## src/tlef_pkg.sv

```systemverilog
`default_nettype none
// ----------------------------------------------------------------------------
// tlef_pkg
// shared types and constants of the line-number and escape filter
// ----------------------------------------------------------------------------
package tlef_pkg;

	// decimal digits of the line number prefix
	localparam int NUMBER_DIGITS = 6;
	// prefix is the digits plus one tab
	localparam int PFX_LEN = NUMBER_DIGITS + 1;
	// longest escape sequence of one byte
	localparam int ESC_MAX = 4;
	localparam int ESC_LEN_W = $clog2(ESC_MAX + 1);
	localparam int MAX_LEN = PFX_LEN + ESC_MAX;
	localparam int IDX_W = $clog2(MAX_LEN);

	localparam int ADDR_W = 5;
	localparam int DATA_W = 32;

	// register indexes
	localparam logic [2:0] REG_NUMBER_NONBLANK = 3'd0;
	localparam logic [2:0] REG_NUMBER_ALL = 3'd1;
	localparam logic [2:0] REG_SQUEEZE_BLANK = 3'd2;
	localparam logic [2:0] REG_SHOW_TABS = 3'd3;
	localparam logic [2:0] REG_SHOW_ENDS = 3'd4;
	localparam logic [2:0] REG_SHOW_NONPRINTING = 3'd5;

	// characters
	localparam logic [7:0] CH_NL = 8'd10;
	localparam logic [7:0] CH_TAB = 8'd9;
	localparam logic [7:0] CH_DEL = 8'd127;
	localparam logic [7:0] CH_SPACE = 8'h20;
	localparam logic [7:0] CH_ZERO = 8'h30;
	localparam logic [7:0] CH_CARET = 8'h5e;
	localparam logic [7:0] CH_I = 8'h49;
	localparam logic [7:0] CH_QMARK = 8'h3f;
	localparam logic [7:0] CH_M = 8'h4d;
	localparam logic [7:0] CH_DASH = 8'h2d;
	localparam logic [7:0] CH_DOLLAR = 8'h24;
	localparam logic [7:0] CARET_OFFSET = 8'd64;
	localparam logic [7:0] CTRL_LIMIT = 8'd32;
	localparam logic [7:0] HIGH_LIMIT = 8'd160;

	typedef logic [NUMBER_DIGITS-1:0][3:0] bcd_t;

	localparam bcd_t BCD_ONE = bcd_t'(1);

	typedef struct packed {
		logic number_nonblank;
		logic number_all;
		logic squeeze_blank;
		logic show_tabs;
		logic show_ends;
		logic show_nonprinting;
	} cfg_t;

	// one expanded request: optional prefix, then one to four escape bytes
	typedef struct packed {
		logic                             pfx;
		logic [NUMBER_DIGITS-1:0][7:0]    digits;
		logic [ESC_MAX-1:0][7:0]          esc;
		logic [ESC_LEN_W-1:0]             esc_len;
	} rec_t;

endpackage
`default_nettype wire

```

## src/tlef_cfg.sv

```systemverilog
`default_nettype none
// ----------------------------------------------------------------------------
// tlef_cfg
// apb register bank holding the six option bits
// ----------------------------------------------------------------------------
module tlef_cfg (
	input  wire logic                       clk,
	input  wire logic                       arst_n,
	input  wire logic                       psel,
	input  wire logic                       penable,
	input  wire logic                       pwrite,
	input  wire logic [tlef_pkg::ADDR_W-1:0] paddr,
	input  wire logic [tlef_pkg::DATA_W-1:0] pwdata,
	output logic      [tlef_pkg::DATA_W-1:0] prdata,
	output logic                            pready,
	output tlef_pkg::cfg_t                  cfg
);
	import tlef_pkg::*;

	cfg_t        cfg_q;
	logic        wr_en;
	logic [2:0]  reg_idx;

	assign pready = 1'b1;
	assign wr_en = psel & penable & pwrite;
	assign reg_idx = paddr[4:2];
	assign cfg = cfg_q;

	always_ff @(posedge clk or negedge arst_n) begin
		if (!arst_n) begin
			cfg_q <= '0;
		end else if (wr_en) begin
			case (reg_idx)
				REG_NUMBER_NONBLANK: cfg_q.number_nonblank <= pwdata[0];
				REG_NUMBER_ALL: cfg_q.number_all <= pwdata[0];
				REG_SQUEEZE_BLANK: cfg_q.squeeze_blank <= pwdata[0];
				REG_SHOW_TABS: cfg_q.show_tabs <= pwdata[0];
				REG_SHOW_ENDS: cfg_q.show_ends <= pwdata[0];
				REG_SHOW_NONPRINTING: cfg_q.show_nonprinting <= pwdata[0];
				default: ;
			endcase
		end
	end

	always_comb begin
		prdata = '0;
		case (reg_idx)
			REG_NUMBER_NONBLANK: prdata[0] = cfg_q.number_nonblank;
			REG_NUMBER_ALL: prdata[0] = cfg_q.number_all;
			REG_SQUEEZE_BLANK: prdata[0] = cfg_q.squeeze_blank;
			REG_SHOW_TABS: prdata[0] = cfg_q.show_tabs;
			REG_SHOW_ENDS: prdata[0] = cfg_q.show_ends;
			REG_SHOW_NONPRINTING: prdata[0] = cfg_q.show_nonprinting;
			default: prdata = '0;
		endcase
	end

endmodule
`default_nettype wire

```

## src/tlef_front.sv

```systemverilog
`default_nettype none
// ----------------------------------------------------------------------------
// tlef_front
// line state, numbering and escape expansion into a request record
// ----------------------------------------------------------------------------
module tlef_front (
	input  wire logic           clk,
	input  wire logic           arst_n,
	input  tlef_pkg::cfg_t      cfg,
	input  wire logic           s_tvalid,
	output logic                s_tready,
	input  wire logic [7:0]     s_tdata,
	input  wire logic           s_tuser,
	output logic                rec_valid,
	output tlef_pkg::rec_t      rec,
	input  wire logic           rec_take
);
	import tlef_pkg::*;

	bcd_t        cnt_q;
	logic [1:0]  blank_q;
	logic        start_q;
	logic        rec_valid_s1;
	rec_t        rec_s1;

	bcd_t        cnt_in;
	bcd_t        cnt_inc;
	bcd_t        cnt_n;
	logic [1:0]  blank_in;
	logic [1:0]  blank_n;
	logic        start_in;
	logic        start_n;
	logic        sq_hit;
	logic        drop;
	logic        num;
	logic        all_nine;
	logic        carry;
	logic        lead;
	logic [7:0]  c;
	logic        accept;
	rec_t        rec_n;

	assign c = s_tdata;
	assign s_tready = !rec_valid_s1 || rec_take;
	assign accept = s_tvalid && s_tready;
	assign rec_valid = rec_valid_s1;
	assign rec = rec_s1;

	// file start clears line state before the byte is looked at
	assign cnt_in = s_tuser ? BCD_ONE : cnt_q;
	assign blank_in = s_tuser ? 2'd0 : blank_q;
	assign start_in = s_tuser ? 1'b1 : start_q;

	// saturating bcd increment
	always_comb begin
		all_nine = 1'b1;
		for (int i = 0; i < NUMBER_DIGITS; i++) begin
			if (cnt_in[i] != 4'd9) all_nine = 1'b0;
		end
		cnt_inc = cnt_in;
		carry = 1'b1;
		for (int i = 0; i < NUMBER_DIGITS; i++) begin
			if (carry) begin
				if (cnt_in[i] >= 4'd9) begin
					cnt_inc[i] = 4'd0;
				end else begin
					cnt_inc[i] = cnt_in[i] + 4'd1;
					carry = 1'b0;
				end
			end
		end
		if (all_nine) cnt_inc = cnt_in;
	end

	always_comb begin
		sq_hit = cfg.squeeze_blank && (c == CH_NL) && start_in;
		if (sq_hit) begin
			blank_n = (blank_in == 2'd2) ? 2'd2 : blank_in + 2'd1;
		end else begin
			blank_n = 2'd0;
		end
		drop = sq_hit && (blank_n > 2'd1);
		num = start_in && ((cfg.number_nonblank && (c != CH_NL)) ||
			(cfg.number_all && !cfg.number_nonblank));
		if (drop) begin
			start_n = 1'b1;
			cnt_n = cnt_in;
		end else begin
			start_n = (c == CH_NL);
			cnt_n = num ? cnt_inc : cnt_in;
		end
	end

	// record build: space-padded digits, then the escape bytes
	always_comb begin
		rec_n = '0;
		rec_n.pfx = num;
		lead = 1'b1;
		for (int i = NUMBER_DIGITS - 1; i >= 0; i--) begin
			if (cnt_in[i] != 4'd0 || i == 0) lead = 1'b0;
			rec_n.digits[NUMBER_DIGITS-1-i] = lead ? CH_SPACE : (CH_ZERO + {4'd0, cnt_in[i]});
		end
		if (cfg.show_tabs && c == CH_TAB) begin
			rec_n.esc[0] = CH_CARET;
			rec_n.esc[1] = CH_I;
			rec_n.esc_len = ESC_LEN_W'(2);
		end else if (c == CH_NL) begin
			if (cfg.show_ends) begin
				rec_n.esc[0] = CH_DOLLAR;
				rec_n.esc[1] = CH_NL;
				rec_n.esc_len = ESC_LEN_W'(2);
			end else begin
				rec_n.esc[0] = CH_NL;
				rec_n.esc_len = ESC_LEN_W'(1);
			end
		end else if (cfg.show_nonprinting && c == CH_DEL) begin
			rec_n.esc[0] = CH_CARET;
			rec_n.esc[1] = CH_QMARK;
			rec_n.esc_len = ESC_LEN_W'(2);
		end else if (cfg.show_nonprinting && c < CTRL_LIMIT && c != CH_TAB) begin
			rec_n.esc[0] = CH_CARET;
			rec_n.esc[1] = c + CARET_OFFSET;
			rec_n.esc_len = ESC_LEN_W'(2);
		end else if (cfg.show_nonprinting && c > CH_DEL && c < HIGH_LIMIT) begin
			rec_n.esc[0] = CH_M;
			rec_n.esc[1] = CH_DASH;
			rec_n.esc[2] = CH_CARET;
			rec_n.esc[3] = c - CARET_OFFSET;
			rec_n.esc_len = ESC_LEN_W'(4);
		end else begin
			rec_n.esc[0] = c;
			rec_n.esc_len = ESC_LEN_W'(1);
		end
	end

	always_ff @(posedge clk or negedge arst_n) begin
		if (!arst_n) begin
			cnt_q <= BCD_ONE;
			blank_q <= 2'd0;
			start_q <= 1'b1;
			rec_valid_s1 <= 1'b0;
		end else begin
			if (accept) begin
				cnt_q <= cnt_n;
				blank_q <= blank_n;
				start_q <= start_n;
			end
			if (accept && !drop) begin
				rec_valid_s1 <= 1'b1;
			end else if (rec_take) begin
				rec_valid_s1 <= 1'b0;
			end
		end
	end

	always_ff @(posedge clk) begin
		if (accept && !drop) rec_s1 <= rec_n;
	end

endmodule
`default_nettype wire

```

## src/tlef_ser.sv

```systemverilog
`default_nettype none
// ----------------------------------------------------------------------------
// tlef_ser
// walks a request record one byte at a time into the output register
// ----------------------------------------------------------------------------
module tlef_ser (
	input  wire logic        clk,
	input  wire logic        arst_n,
	input  wire logic        rec_valid,
	input  tlef_pkg::rec_t   rec,
	output logic             rec_take,
	output logic             m_tvalid,
	input  wire logic        m_tready,
	output logic [7:0]       m_tdata,
	output logic             m_tlast
);
	import tlef_pkg::*;

	logic [IDX_W-1:0] pos_q;
	logic             out_valid_q;
	logic [7:0]       out_byte_q;
	logic             out_last_q;

	logic [IDX_W-1:0] idx;
	logic [IDX_W-1:0] idx_end;
	logic [7:0]       cur_byte;
	logic             cur_last;
	logic             out_load;

	assign out_load = !out_valid_q || m_tready;
	assign idx = (rec.pfx ? '0 : IDX_W'(PFX_LEN)) + pos_q;
	assign idx_end = IDX_W'(PFX_LEN) + IDX_W'(rec.esc_len) - IDX_W'(1);
	assign cur_last = (idx == idx_end);
	assign rec_take = out_load && rec_valid && cur_last;

	always_comb begin
		cur_byte = '0;
		for (int i = 0; i < NUMBER_DIGITS; i++) begin
			if (idx == IDX_W'(i)) cur_byte = rec.digits[i];
		end
		if (idx == IDX_W'(NUMBER_DIGITS)) cur_byte = CH_TAB;
		for (int i = 0; i < ESC_MAX; i++) begin
			if (idx == IDX_W'(PFX_LEN + i)) cur_byte = rec.esc[i];
		end
	end

	always_ff @(posedge clk or negedge arst_n) begin
		if (!arst_n) begin
			pos_q <= '0;
			out_valid_q <= 1'b0;
		end else if (out_load) begin
			out_valid_q <= rec_valid;
			if (rec_valid) pos_q <= cur_last ? '0 : pos_q + IDX_W'(1);
		end
	end

	always_ff @(posedge clk) begin
		if (out_load && rec_valid) begin
			out_byte_q <= cur_byte;
			out_last_q <= cur_last;
		end
	end

	assign m_tvalid = out_valid_q;
	assign m_tdata = out_byte_q;
	assign m_tlast = out_last_q;

endmodule
`default_nettype wire

```

## src/text_line_number_escape_filter_top.sv

```systemverilog
`default_nettype none
// ----------------------------------------------------------------------------
// text_line_number_escape_filter_top
// text filter: line numbers, blank-line squeeze and caret escapes
// ----------------------------------------------------------------------------
// usage
//   s_* stream carries one input byte per request, s_tuser flags the first
//   byte of a new file. m_* stream carries the output bytes; m_tlast marks
//   the last output byte caused by one input byte. a squeezed empty line
//   makes no output at all.
//   the apb port holds six option bits, register i at byte address 4*i;
//   write only while the filter is idle.
// timing
//   an input byte is expanded in the cycle it is taken and held as one
//   record; its first output byte passes through the record register and
//   then the output register. the output moves one byte per cycle while
//   m_tready is high; a byte expands into 1 to 11 output bytes, and the
//   next input byte is taken as its last byte is loaded. plain bytes
//   stream at one per cycle; the output byte walker sets this rate.
// reset and stall
//   reset clears the options, sets the line number to one and marks line
//   start. when m_tready is low the output byte holds and one more record
//   is buffered, then s_tready drops until the record drains.
// ----------------------------------------------------------------------------
module text_line_number_escape_filter_top (
	input  wire logic                        clk,
	input  wire logic                        arst_n,
	// input stream
	input  wire logic                        s_tvalid,
	output logic                             s_tready,
	input  wire logic [7:0]                  s_tdata,   // text_byte
	input  wire logic                        s_tuser,   // file_start
	// output stream
	output logic                             m_tvalid,
	input  wire logic                        m_tready,
	output logic [7:0]                       m_tdata,   // out_byte
	output logic                             m_tlast,   // run_end
	// configuration
	input  wire logic                        psel,
	input  wire logic                        penable,
	input  wire logic                        pwrite,
	input  wire logic [tlef_pkg::ADDR_W-1:0] paddr,
	input  wire logic [tlef_pkg::DATA_W-1:0] pwdata,
	output logic      [tlef_pkg::DATA_W-1:0] prdata,
	output logic                             pready
);
	import tlef_pkg::*;

	cfg_t  cfg;
	rec_t  rec;
	logic  rec_valid;
	logic  rec_take;

	// option registers
	tlef_cfg u_cfg (
		.clk     (clk),
		.arst_n  (arst_n),
		.psel    (psel),
		.penable (penable),
		.pwrite  (pwrite),
		.paddr   (paddr),
		.pwdata  (pwdata),
		.prdata  (prdata),
		.pready  (pready),
		.cfg     (cfg)
	);

	// line state and expansion into a record register
	tlef_front u_front (
		.clk       (clk),
		.arst_n    (arst_n),
		.cfg       (cfg),
		.s_tvalid  (s_tvalid),
		.s_tready  (s_tready),
		.s_tdata   (s_tdata),
		.s_tuser   (s_tuser),
		.rec_valid (rec_valid),
		.rec       (rec),
		.rec_take  (rec_take)
	);

	// record to output byte stream
	tlef_ser u_ser (
		.clk       (clk),
		.arst_n    (arst_n),
		.rec_valid (rec_valid),
		.rec       (rec),
		.rec_take  (rec_take),
		.m_tvalid  (m_tvalid),
		.m_tready  (m_tready),
		.m_tdata   (m_tdata),
		.m_tlast   (m_tlast)
	);

endmodule
`default_nettype wire
```

## config.mk

```make
export PLATFORM = sky130hd
export DESIGN_NAME = text_line_number_escape_filter_top
export DESIGN_NICKNAME = d
export VERILOG_FILES = /design/src/tlef_pkg.sv /design/src/tlef_cfg.sv /design/src/tlef_front.sv /design/src/tlef_ser.sv /design/src/text_line_number_escape_filter_top.sv
export SDC_FILE = /design/constraint.sdc
export NUM_CORES = 1
export LEC_CHECK = 0
export BUFFER_PORTS_ARGS = -buffer_cell sky130_fd_sc_hd__buf_2
export CAP_MARGIN = 30
export CORE_MARGIN = 1.5
export CORE_UTILIZATION = 55
export CTS_CLUSTER_SIZE = 30
export DETAILED_ROUTE_END_ITERATION = 16
export PLACE_DENSITY_LB_ADDON = 0.12
export SYNTH_ARGS = -nofsm -noshare
export SYNTH_HDL_FRONTEND = slang
export SYNTH_SLANG_ARGS = --single-unit
```

## constraint.sdc

```tcl
create_clock -name clk -period 6.6 [get_ports clk]
set_input_delay 1.32 -clock clk [delete_from_list [all_inputs] [get_ports clk]]
set_output_delay 1.32 -clock clk [all_outputs]
set_load 0.01 [all_outputs]
```

== Word level (Yosys, flattened, before mapping) ==
Index checks and enable logic that the tools add are counted.

* Add/subtract/negate cells: 19
* Order comparisons: 10
* Equal/unequal tests: 28
* Mux-type cells: 63
* Bitwise operators: 3
* Reductions and logical operators: 40

{| class="wikitable"
|+ Operator list
! operator !! count
|-
| 2-to-1 mux 24 bit || 4
|-
| 2-to-1 mux 8 bit || 11
|-
| 2-to-1 mux 19 bit || 3
|-
| 2-to-1 mux 4 bit || 13
|-
| adder 6 x 4 -> 7 bit (first input constant) || 6
|-
| adder 4 x 1 -> 4 bit (second input constant) || 7
|-
| >= comparator 4 bit (second input constant) || 6
|-
| 2-to-1 mux 1 bit || 24
|-
| inequality test 4 bit (second input constant) || 6
|-
| nonzero test 4 bit || 5
|-
| equality test 4 x 3 -> 1 bit (second input constant) || 4
|-
| equality test 8 x 4 -> 1 bit (second input constant) || 2
|-
| logical AND 1 bit || 16
|-
| inequality test 8 x 4 -> 1 bit (second input constant) || 2
|-
| 2-to-1 mux 15 bit || 1
|-
| AND reduction 2 bit || 7
|-
| equality test 4 bit (second input constant) || 3
|-
| 2-to-1 mux 11 bit || 1
|-
| 2-to-1 mux 9 bit || 1
|-
| adder 8 x 7 -> 8 bit (second input constant) || 1
|-
| equality test 4 x 2 -> 1 bit (second input constant) || 2
|-
| equality test 8 x 7 -> 1 bit (second input constant) || 1
|-
| > comparator 8 x 7 -> 1 bit (second input constant) || 1
|-
| less-than comparator 8 x 6 -> 1 bit (second input constant) || 1
|-
| other kinds (25) || 35
|}

* Flip-flop bits (word level): 132
* Input port bits: 53
* Output and inout port bits: 44
* Word-level logic and storage cells: 194

== Logic depth before layout (Yosys ltp) ==
* Word-level depth: 14
* Mapped depth: 13
* Depth with buffers taken out: 9

== By module ==
From an unflattened synthesis, not the netlist that was laid out.

* Cells, all modules: 674
* Area, all modules: 6947.9 um^2

{| class="wikitable"
|+ Modules (own cells, without submodules)
! module !! instances !! cells an instance !! area each (um^2) !! sequential area each (um^2)
|-
| tlef_front || 1 || 427 || 4642.0 || 2414.8
|-
| tlef_ser || 1 || 183 || 1721.7 || 395.4
|-
| tlef_cfg || 1 || 64 || 584.3 || 150.1
|}

== Worst setup path after synthesis ==
OpenSTA, ideal clock, no wires.

* Kind: in2reg
* Start point: in s_tuser
* End point: reg u_front.rec_s1 (netlist bit u_front.rec[0]), enable pin
* Library setup time: 0.411 ns
* Arrival time: 3.791 ns
* Data required time: 6.189 ns
* Path slack: 2.398 ns
* Stages: 8
* Buffers on the path: 3
* Path through: clkbuf_1 > clkbuf_1 > clkbuf_1 > nand2b_1 > ha_1 > o2111ai_1 > nand2_1 > inv_1

* Longest elaborated chain between the ends: 8

{| class="wikitable"
|+ RTL lines
! item !! line !! RTL
|-
| start, declared || text_line_number_escape_filter_top.sv:32 || <nowiki>input wire logic s_tuser,</nowiki>
|-
| 2-to-1 mux 2 bit || tlef_front.sv:51 || <nowiki>assign blank_in = s_tuser ? 2'd0 : blank_q;</nowiki>
|-
| adder 2 x 1 -> 2 bit or equality test 2 bit (tied branches) || tlef_front.sv:78 || <nowiki>blank_n = (blank_in == 2'd2) ? 2'd2 : blank_in + 2'd1;</nowiki>
|-
| 2-to-1 mux 2 bit || tlef_front.sv:78 ||
|-
| 2-to-1 mux 2 bit || tlef_front.sv:77 || <nowiki>if (sq_hit) begin</nowiki>
|-
| > comparator 2 x 1 -> 1 bit || tlef_front.sv:82 || <nowiki>drop = sq_hit && (blank_n > 2'd1);</nowiki>
|-
| logical AND 1 bit (*) || tlef_front.sv:82 ||
|-
| logical NOT 1 bit (*) || tlef_front.sv:157 || <nowiki>if (accept && !drop) rec_s1 <= rec_n;</nowiki>
|-
| logical AND 1 bit (*) || tlef_front.sv:157 ||
|-
| end signal, assigned || tlef_front.sv:157 ||
|-
| end, declared || tlef_front.sv:24 || <nowiki>rec_t rec_s1;</nowiki>
|}

Mark *: on every way between the ends. The rest lies on a longest branch, timed or not.
A chain may end at the register's enable or synchronous reset.

== Worst setup path in the final report ==
* Start point: reg u_front.rec_s1 (netlist bit u_front.rec[83])
* End point: out s_tready

* Longest elaborated chain between the ends: 5

{| class="wikitable"
|+ RTL lines
! item !! line !! RTL
|-
| 2-to-1 mux 3 bit || tlef_ser.sv:31 || <nowiki>assign idx = (rec.pfx ? '0 : IDX_W'(PFX_LEN)) + pos_q;</nowiki>
|-
| adder 4 bit || tlef_ser.sv:31 ||
|-
| equality test 4 bit || tlef_ser.sv:33 || <nowiki>assign cur_last = (idx == idx_end);</nowiki>
|-
| via u_ser.cur_last || tlef_ser.sv:27 || <nowiki>logic cur_last;</nowiki>
|-
| logical AND 1 bit || tlef_ser.sv:34 || <nowiki>assign rec_take = out_load && rec_valid && cur_last;</nowiki>
|-
| logical OR 1 bit || tlef_front.sv:44 || <nowiki>assign s_tready = !rec_valid_s1 || rec_take;</nowiki>
|-
| end, declared || text_line_number_escape_filter_top.sv:30 || <nowiki>output logic s_tready,</nowiki>
|}

The timed path passes the listed nets, and every way through them passes these cells.

==> implementation parameters <==
Parameter                              Value

STA
  Final count of hold timing violations ... 0
  Max Clock Freq ... 226.6 MHz
  Total negative slack ... 0 ps
  Setup repair after global routing missed its margin ... no
  Actual transition at the worst max-transition pin ... 1038 ps
  Worst Hold Margin ... 464.4 ps
  Worst setup skew after layout ... about 7.3 ps
  Tmin final ... 4412 ps
  Worst slew slack as a fraction of its limit ... 30.70%
  Number of setup violations in the final report ... 0
  Max Slew Vio Count ... 0
  Final cycle utilization of the critical path ... approximately 67%

Die
  Row cnt ... 38
  Starting utilization of the core area ... 57.15%
  Die width ... 109.8 um
  Die Y ... 109.8 um
  IO Count ... 97
  Core outline area ... around 11000 um2
  DIE AREA ... between 10000 and 15000 um2

Route
  Top routing layer in use ... met4
  Met2 Wirelength ... 6136 um
  Post-route DRC violation count ... 0
  Number of vias per cell ... around 6
  Wire length on met1 ... a little over 6000 um
  Per-cell routed wire length ... roughly 17 um
  DRC violation total after the first TritonRoute iteration ... 370
  Number of detailed-route iterations in the first pass ... 5
  Drt total wl ... 13290 um
  Number of routed nets with antenna violations ... 0
  Vias ... roughly 4600
  Met3 wirelength from detailed routing ... 722 um

Worst setup path
  R2r startpoint ... u_front.rec[83]
  Critical Path Start Type ... flip-flop
  Endpoint of the worst-slack reg-to-reg timing path ... u_front.rec[62]
  Largest driver fanout on the critical path ... 25
  Cell seen most often among critical-path stages ... nand2_1
  Worst reg2reg path depth ... 10
  Slack of the worst reg-to-reg path ... 2500 ps
  Crit. End Element ... output port
  Critical path data required time ... 5280 ps
  Gate family responsible for the most delay along the worst path ... adder cells
  Cell with the largest stage delay on the worst path ... fa_1
  Classification of the worst setup path ... reg -> out
  Delay of the slowest cell on the worst path ... 1180 ps
  Arrival time reported for the critical path endpoint ... 3090 ps
  Cell-by-cell trace of the critical path ... inv_1 -> ha_1 -> fa_1 -> xor2_1 -> nand3_1 -> a21oi_4 -> nand2_1 -> nand2_1 -> buf_2
  Buf+Inv Stages, Crit Path ... 2

Finish
  Most common cell after layout, fill and taps aside ... edfxtp_1
  Area taken by multi-input logic gates ... 2950 um2
  Number of nets at the end of the flow ... 720
  Synthesis-to-finish area growth ... 7.176%
  Footprint of the flip-flops and latches ... 2960 um2
  Share of cells above drive strength 1 ... 12.68%
  Layout fillers ... 921
  Antenna cells ... 0
  Most frequent cells in the layout ... edfxtp_1 (66), nor2_1 (47), o21ai_0 (43)

Yosys
  Area of the mapped netlist ... 6277 um2
  Sequential area share after synthesis ... 47.16%
  Gate Count Post-Synth ... approximately 610
  Per-instance average area after synthesis ... 10.31 um2
  Largest cells by area after synthesis ... edfxtp_1 (32%), dfrtp_1 (15%), ha_1 (6.4%)
  Post-synth cell types ... 74
  Share of the synthesized area in the top cell type ... 31.57%
  Synth Register Bits ... 105
  Async S/R FF share, synth ... 37.14%
  Number of enable flip-flop cells after synthesis ... 66
  Primary FF master, synth ... edfxtp_1
  Synthesis warning total ... 0
  Synth area leader ... edfxtp_1

Run status
  Run status ... finished, final reports clean

Clock tree
  Register clock-pin slew on the reported worst setup and hold paths ... 70 ps
  Count of buffers added by post-CTS timing repair for setup ... 0
  Number of gates given a new drive strength after cts ... 0
  Clock tree sinks ... 105
  Hold buffer count at cts ... 0
  Clock network latency to the later pin of the worst-skew pair ... 350 ps
  Deepest clock path buffer count ... 2
  TritonCTS clock tree ... yes
  Inserted Clock Buffers ... 9
  CTS Root Buffer Type ... clkbuf_16
  H-tree lvl count ... 3

Global routing
  Maximum number of pins on one net before global-route repair ... 46
  Number of global-route vias before repair ... between 4000 and 5000
  Aggregate global-route resource usage ... 23.67%
  Number of antenna violations at the first check in global routing ... 0
  GR Overflow Total ... 0
  Wire length of the first global-routing pass ... 21500 um

Min path
  HP Class ... reg -> reg
  WHS Endpoint ... u_front.cnt_q[16]
  Cell count of the worst hold path ... 1
  HP Start ... u_front.cnt_q[16]

Job
  Max_cap viols ... 0

Power and ir drop
  IR drop worst, VDD ... 0.0002705 V
  Static leakage ... 0.002819 uW
  Power per cell area ... 333.0 nW/um2

Placement
  Port bufs ... 31
  Placer congestion estimate ... ~0.93
  HPWL after DPL ... ~9800 um
-- how the worst max path moves through the flow --
| stage | start | end | slack [ps] | depth (start not counted) |
|---|---|---|---|---|
| floorplan | s_tuser | u_front.rec[0] | 2400 | 8 |
| global placement | s_tuser | u_front.cnt_q[19] | 2260 | 9 |
| detailed placement | s_tuser | u_front.cnt_q[19] | 2300 | 9 |
| CTS | u_front.rec[83] | s_tready | 2150 | 9 |
| global route | u_front.rec[83] | s_tready | 1950 | 9 |
| finish | u_front.rec[83] | s_tready | 2190 | 9 |
-- metal layers --
layer  GRT usage [%]  up-vias
li1                -     2182
met3           4.861       21
met4           6.865        0
met5               0        -
met2           36.60      169
met1           33.76     2198
-- report_power, final --
part           total [uW]  switching (uW)  internal [uW]
Sequential            902            59.6            843
Combinational         835             503            332
Clock                 503             244            259
Total                2240             806           1430
-- final cells by class --
| type | instances | area share, % |
|---|---|---|
| Multi-Input combinational cell | 443 | 43.85 |
| Tap cell | 140 | 2.604 |
| Clock buffer | 9 | 3.348 |
| Timing Repair Buffer | 34 | 3.124 |
| Sequential cell | 105 | 44.00 |
| Inverter | 41 | 2.288 |
| Clock inverter | 7 | 0.7811 |
-- cell usage after synthesis (4+ instances only) --
cell type  count
nor2_1        47
buf_4         34
o21ai_0       43
mux4_2         5
a31oi_1        4
and3_1         6
nand4_1        5
ha_1          32
a21oi_1       34
nand3_1       18
o21ai_1        6
nand2b_1      30
nor2b_1       13
nand4b_1       5
clkbuf_1      13
mux2_2        10
o2111ai_1      4
o31ai_1        7
nand2_1       35
xor2_1         4
and4_1         4
and2_1        10
edfxtp_1      66
inv_1         41
nor3_1         8
a21o_1         8
mux2i_1        5
dfrtp_1       37
o2bb2ai_1      4
-- state kept, by name (all words and copies together), names as in the netlist --
signal	cells
u_cfg.cfg	6
u_front.blank_q	2
u_front.cnt_q	24
u_front.rec	57
u_front.rec_valid	1
u_front.start_q	1
u_ser.m_tdata	8
u_ser.m_tlast	1
u_ser.m_tvalid	1
u_ser.pos_q	4
-- worst reg2reg max path: stages, from the launching register on --
cell,delay [ps]
edfxtp_1,330
inv_1,100
ha_1,250
fa_1,1180
xor2_1,200
nand3_1,150
a21oi_4,240
a31o_2,370
nand2_1,200
inv_2,520
buf_12,270
-- stage by stage --
stage,instances,instance area [um2],power (uW),utilization [%],setup slack (ps)
2_1_floorplan,639,6390,1532,-,2398
3_3_place_gp,761,6402,1704,58.29,2259
3_5_place_dp,763,6450,1752,58.73,2303
4_1_cts,779,6728,2259,61.26,2154
5_1_grt,779,6728,2381,61.26,1948
6_report,779,6728,2240,61.26,2188
-- cell families (layout without fill, tap and decap cells) --
family                   count (synthesis)  count (layout)  share of synthesized area (%)
AO/OA/AOI/OAI                          147             147                          15.13
AND/OR/NAND/NOR                        202             202                          17.26
buffers and inverters                   91              91                          7.634
adder cells (fa/ha/maj)                 33              33                          6.697
flip-flops                             105             105                          47.16
XOR/XNOR                                 9               9                          1.615
other                                    2              32                         0.1196
multiplexers                            20              20                          4.385
Power figures use the tool's default switching activity.
